$ cat src/design/pcp_pkg.sv
// Shared types and constants for the point-in-convex-polygon tester.
// Used by pcp_front, pcp_back, the top level and the port checker.
`default_nettype none
package pcp_pkg;

    localparam int DEF_MAX_VERTICES = 1024;
    localparam int DEF_COORD_BITS   = 11;
    localparam int CoordMaxBits     = 16;
    localparam int UserW            = 2;
    localparam int OutTdataW        = 8;
    localparam int UserReqBit       = 0;
    localparam int UserFirstBit     = 1;

    typedef enum logic [1:0] {
        CMD_LOAD    = 2'd0,
        CMD_RESTART = 2'd1,
        CMD_QUERY   = 2'd2
    } cmd_kind_t;

    typedef struct packed {
        cmd_kind_t               kind;
        logic [CoordMaxBits-1:0] x;
        logic [CoordMaxBits-1:0] y;
    } pcp_cmd_t;

endpackage
`default_nettype wire

$ cat src/design/pcp_front.sv
// Front part: accepts stream transfers, classifies them into commands and
// queues them for the back part. Depends on pcp_pkg.
`default_nettype none
module pcp_front #(
    parameter int COORD_BITS = pcp_pkg::DEF_COORD_BITS,
    localparam int TdataW = ((2 * COORD_BITS + 7) / 8) * 8
) (
    input  wire logic                        clk,
    input  wire logic                        rst_n,
    input  wire logic                        s_tvalid,
    output logic                             s_tready,
    input  wire logic [TdataW-1:0]           s_tdata,
    input  wire logic [pcp_pkg::UserW-1:0]   s_tuser,
    output logic                             q_valid,
    input  wire logic                        q_pop,
    output pcp_pkg::pcp_cmd_t                q_cmd
);
    import pcp_pkg::*;

    pcp_cmd_t    ent_reg [2];
    logic        wptr_reg;
    logic        rptr_reg;
    logic [1:0]  cnt_reg;
    logic        push;
    logic        pop;
    pcp_cmd_t    in_cmd;

    always_comb
    begin
        in_cmd.x = CoordMaxBits'(s_tdata[COORD_BITS-1:0]);
        in_cmd.y = CoordMaxBits'(s_tdata[2*COORD_BITS-1:COORD_BITS]);
        if (s_tuser[UserReqBit])
        begin
            in_cmd.kind = CMD_QUERY;
        end
        else if (s_tuser[UserFirstBit])
        begin
            in_cmd.kind = CMD_RESTART;
        end
        else
        begin
            in_cmd.kind = CMD_LOAD;
        end
    end

    assign s_tready = (cnt_reg != 2'd2);
    assign push     = s_tvalid && s_tready;
    assign pop      = q_pop && q_valid;
    assign q_valid  = (cnt_reg != 2'd0);
    assign q_cmd    = ent_reg[rptr_reg];

    always_ff @(posedge clk)
    begin
        if (push)
        begin
            ent_reg[wptr_reg] <= in_cmd;
        end
    end

    always_ff @(posedge clk or negedge rst_n)
    begin
        if (!rst_n)
        begin
            wptr_reg <= 1'b0;
            rptr_reg <= 1'b0;
            cnt_reg  <= 2'd0;
        end
        else
        begin
            if (push)
            begin
                wptr_reg <= !wptr_reg;
            end
            if (pop)
            begin
                rptr_reg <= !rptr_reg;
            end
            cnt_reg <= cnt_reg + {1'b0, push} - {1'b0, pop};
        end
    end

endmodule
`default_nettype wire

$ cat config.mk
export PLATFORM = sky130hd
export DESIGN_NAME = pcp_front
export DESIGN_NICKNAME = d
export VERILOG_FILES = /design/src/design/pcp_pkg.sv /design/src/design/pcp_front.sv
export SDC_FILE = /design/constraint.sdc
export NUM_CORES = 1
export LEC_CHECK = 0
export BUFFER_PORTS_ARGS = -buffer_cell sky130_fd_sc_hd__buf_4
export CORE_ASPECT_RATIO = 0.5
export CORE_MARGIN = 4
export CORE_UTILIZATION = 40
export DETAILED_ROUTE_END_ITERATION = 10
export PLACE_DENSITY = 0.7
export SYNTH_ARGS = -nofsm -noshare
export SYNTH_HDL_FRONTEND = slang
export SYNTH_SLANG_ARGS = --single-unit
$ cat constraint.sdc
create_clock -name clk -period 2 [get_ports clk]
set_input_delay 0.1 -clock clk [delete_from_list [all_inputs] [get_ports clk]]
set_output_delay 0.1 -clock clk [all_outputs]
set_load 0.1 [all_outputs]
==> flow_summary_export.csv <==
group,metric,value,unit
clocking,cts_root_buf,"clkbuf_8",
synthesis,yosys.area_share.adder,0.612,%
place,gp_congestion,0.642,
synthesis,synth_mux_area_share,13.2,%
global_route,gr-total-overflow,0,
sta,setup_violations,0,
sta,hold_viol,0,
worst_setup_path,path_max_fanout,22,
sta,min_period_over_period,88.3,%
floorplan,die_x,109,microns
synthesis,synth-simple-area-share,3.43,%
worst_setup_path,critPathCaptureType,"primary output",
floorplan,dieArea,0.00639,sq mm
global_route,track_usage,12.6,%
sta,finalHoldWorstSlack,100,ps
run_status,status,"completed",
worst_setup_path,cp-endpoint,"q_cmd[18]",
synthesis,synth_top_area_share,70.5,%
worst_setup_path,cp-startpoint,"rptr_reg",
clocking,ctsResizeCount,0,
sta,slew_violations,0,
route,drt_iter0_markers,41,
worst_setup_path,required,1900,ps
cells_and_area,final_cell_area,0.00286,sq mm
clocking,cts_tree,"built",
synthesis,synth-xor-area-share,1.29,%
global_route,antenna_found_initial,0,
cells_and_area,area_delta_synth_final,39.9,%
sta,setup-tns-final,0,ps
cells_and_area,largest_reg_flops,48,
synthesis,synth_top_family_by_area,"multiplexers",
worst_setup_path,cp.arrival,1670,ps
clocking,post_cts_buffers,0,
clocking,ctsLongestPathBuffers,2,
cells_and_area,drive_above_1_share,48.2,%
worst_setup_path,r2r_cells,4,
sta,finClkSkew,4.59,ps
clocking,clock_latency,300,ps
route,ant_nets,0,
sta,fmax,0.566,GHz
synthesis,synth_area_per_cell,18.8,sq um
clocking,htreeDepth,2,
floorplan,start_util,41.5,%
global_route,grt_pass1_wl,5.93,mm
route,drc_errors,0,
clocking,cts_buffers,5,
worst_setup_path,startpoint_type,"flop",
min_path,min_path_type,"in -> reg",
worst_setup_path,worst-r2r-setup-slack,540,ps
floorplan,ios,66,
place,dpl.hpwl,2.35,mm
cells_and_area,insertedDiodeCount,0,
global_route,first_global_vias,1268,
synthesis,synth_compound_area_share,1.47,%
synthesis,ys_ff_latch,52,
route,routed-via-count,1143,
route,wl_per_cell,13.7,microns
clocking,path_clk_slew,90,ps
route,dr.pass1.iters,2,
synthesis,synth_area,0.00204,sq mm
synthesis,synthTopCellsByArea,"edfxtp_1 71%, mux2_2 13%, dfrtp_1 4.9%, buf_4 3.7%, xnor2_1 1.3%",
worst_setup_path,path_class,"reg -> out",
synthesis,yosys.cell_types.count,20,
global_route,grt_max_degree,23,
synthesis,synthCells,109,
sta,min_period,1770,ps
place,placed_area,0.00253,sq mm
run,drv_cap,0,
floorplan,core-area,0.00493,sq mm
floorplan,core.rowCount,18,
floorplan,die_h,58.6,microns
synthesis,synth_seq_area_share,75.4,%
place,portBuffers,53,
route,vias_per_cell,4.35,
cells_and_area,fin_nets,223,
synthesis,synth_warnings,0,
route,wirelength,3.60,mm
worst_setup_path,reg2reg_from,"cnt_reg[0]",
synthesis,synth.largest_area_cell,"edfxtp_1",
worst_setup_path,r2r-end,"ent_reg[0][17]",
sta,rsz0062_at_grt,"false",
clocking,cts.sinks,52,
## cell type report
type	count	area (sq um)
repair buffers	80	686
clock buffers	6	72.6
clock inverters	2	16.3
well taps	70	87.6
multi-input cells	53	457
fillers	383	2070
flip-flops and latches	52	1540
## Yosys cell counts
library cell	instances
or2_2	1
and3_2	1
nor2_1	3
a311oi_2	1
o21ai_0	1
buf_4	10
buf_2	3
mux2_2	24
edfxtp_1	48
nor2b_1	1
o21ba_2	1
ha_1	1
conb_1	1
dfrtp_1	4
and4bb_1	1
nand2b_1	1
xnor2_1	3
and2b_1	1
nand2_1	2
nand3_1	1
## layout by cell type, fill, tap and decap left out, drive strengths merged, types with 2 or more instances in the layout
master       instances
buf                 56
dlygate4sd3         24
edfxtp              48
nor2                 3
conb                10
nand2                2
mux2                24
xnor2                3
clkbuf               6
dfrtp                4
## metal layers
metal / global-route usage (%) / share of wire [%]
met2: 23.5 / 58
met4: 4.86 / 1.3
met3: 3.72 / 4.4
met1: 13.6 / 37
met5: 0 / 0
## per-stage QoR
| step | setup slack (ps) | util (%) | std cells |
|---|---|---|---|
| 2_1_floorplan | 84.8 | - | 118 |
| 3_3_place_gp | 535 | 51.3 | 231 |
| 3_5_place_dp | 535 | 51.3 | 231 |
| 4_1_cts | 204 | 58.0 | 263 |
| 5_1_grt | 126 | 58.0 | 263 |
| 6_report | 234 | 58.0 | 263 |
## worst max-delay path, cell delays in order, from the launching register on
cell and delay (ps):
dfrtp_1 420, buf_4 320, mux2_2 380, buf_4 230
## cells by family (layout without fill, tap and decap cells)
group / count (synthesis) / after routing
AOI/OAI and AO/OA: 3 / 3
xor gates and xnor gates: 3 / 3
adders and majority gates: 1 / 1
buffers and inverters: 13 / 88
DFF: 52 / 52
muxes: 24 / 24
other: 1 / 10
and+or+nand+nor: 12 / 12
## worst min path at each step
| stage | cells past startpoint | to | startpoint |
|---|---|---|---|
| CTS | 3 | rptr_reg | q_pop |
| finish | 3 | rptr_reg | q_pop |
| detailed placement | 1 | cnt_reg[1] | rst_n |
| global route | 3 | rptr_reg | q_pop |
| floorplan | 0 | cnt_reg[0] | rst_n |
| global placement | 1 | cnt_reg[0] | rst_n |
## repair_timing
item	4_1_cts	5_1_grt
endpoints found under the setup margin	0	0
hold buffers	24	0
endpoints found under the hold margin	50	0
Power is not shown: default switching activity piles up to over one toggle a cycle in this logic, so the estimate is an artifact.
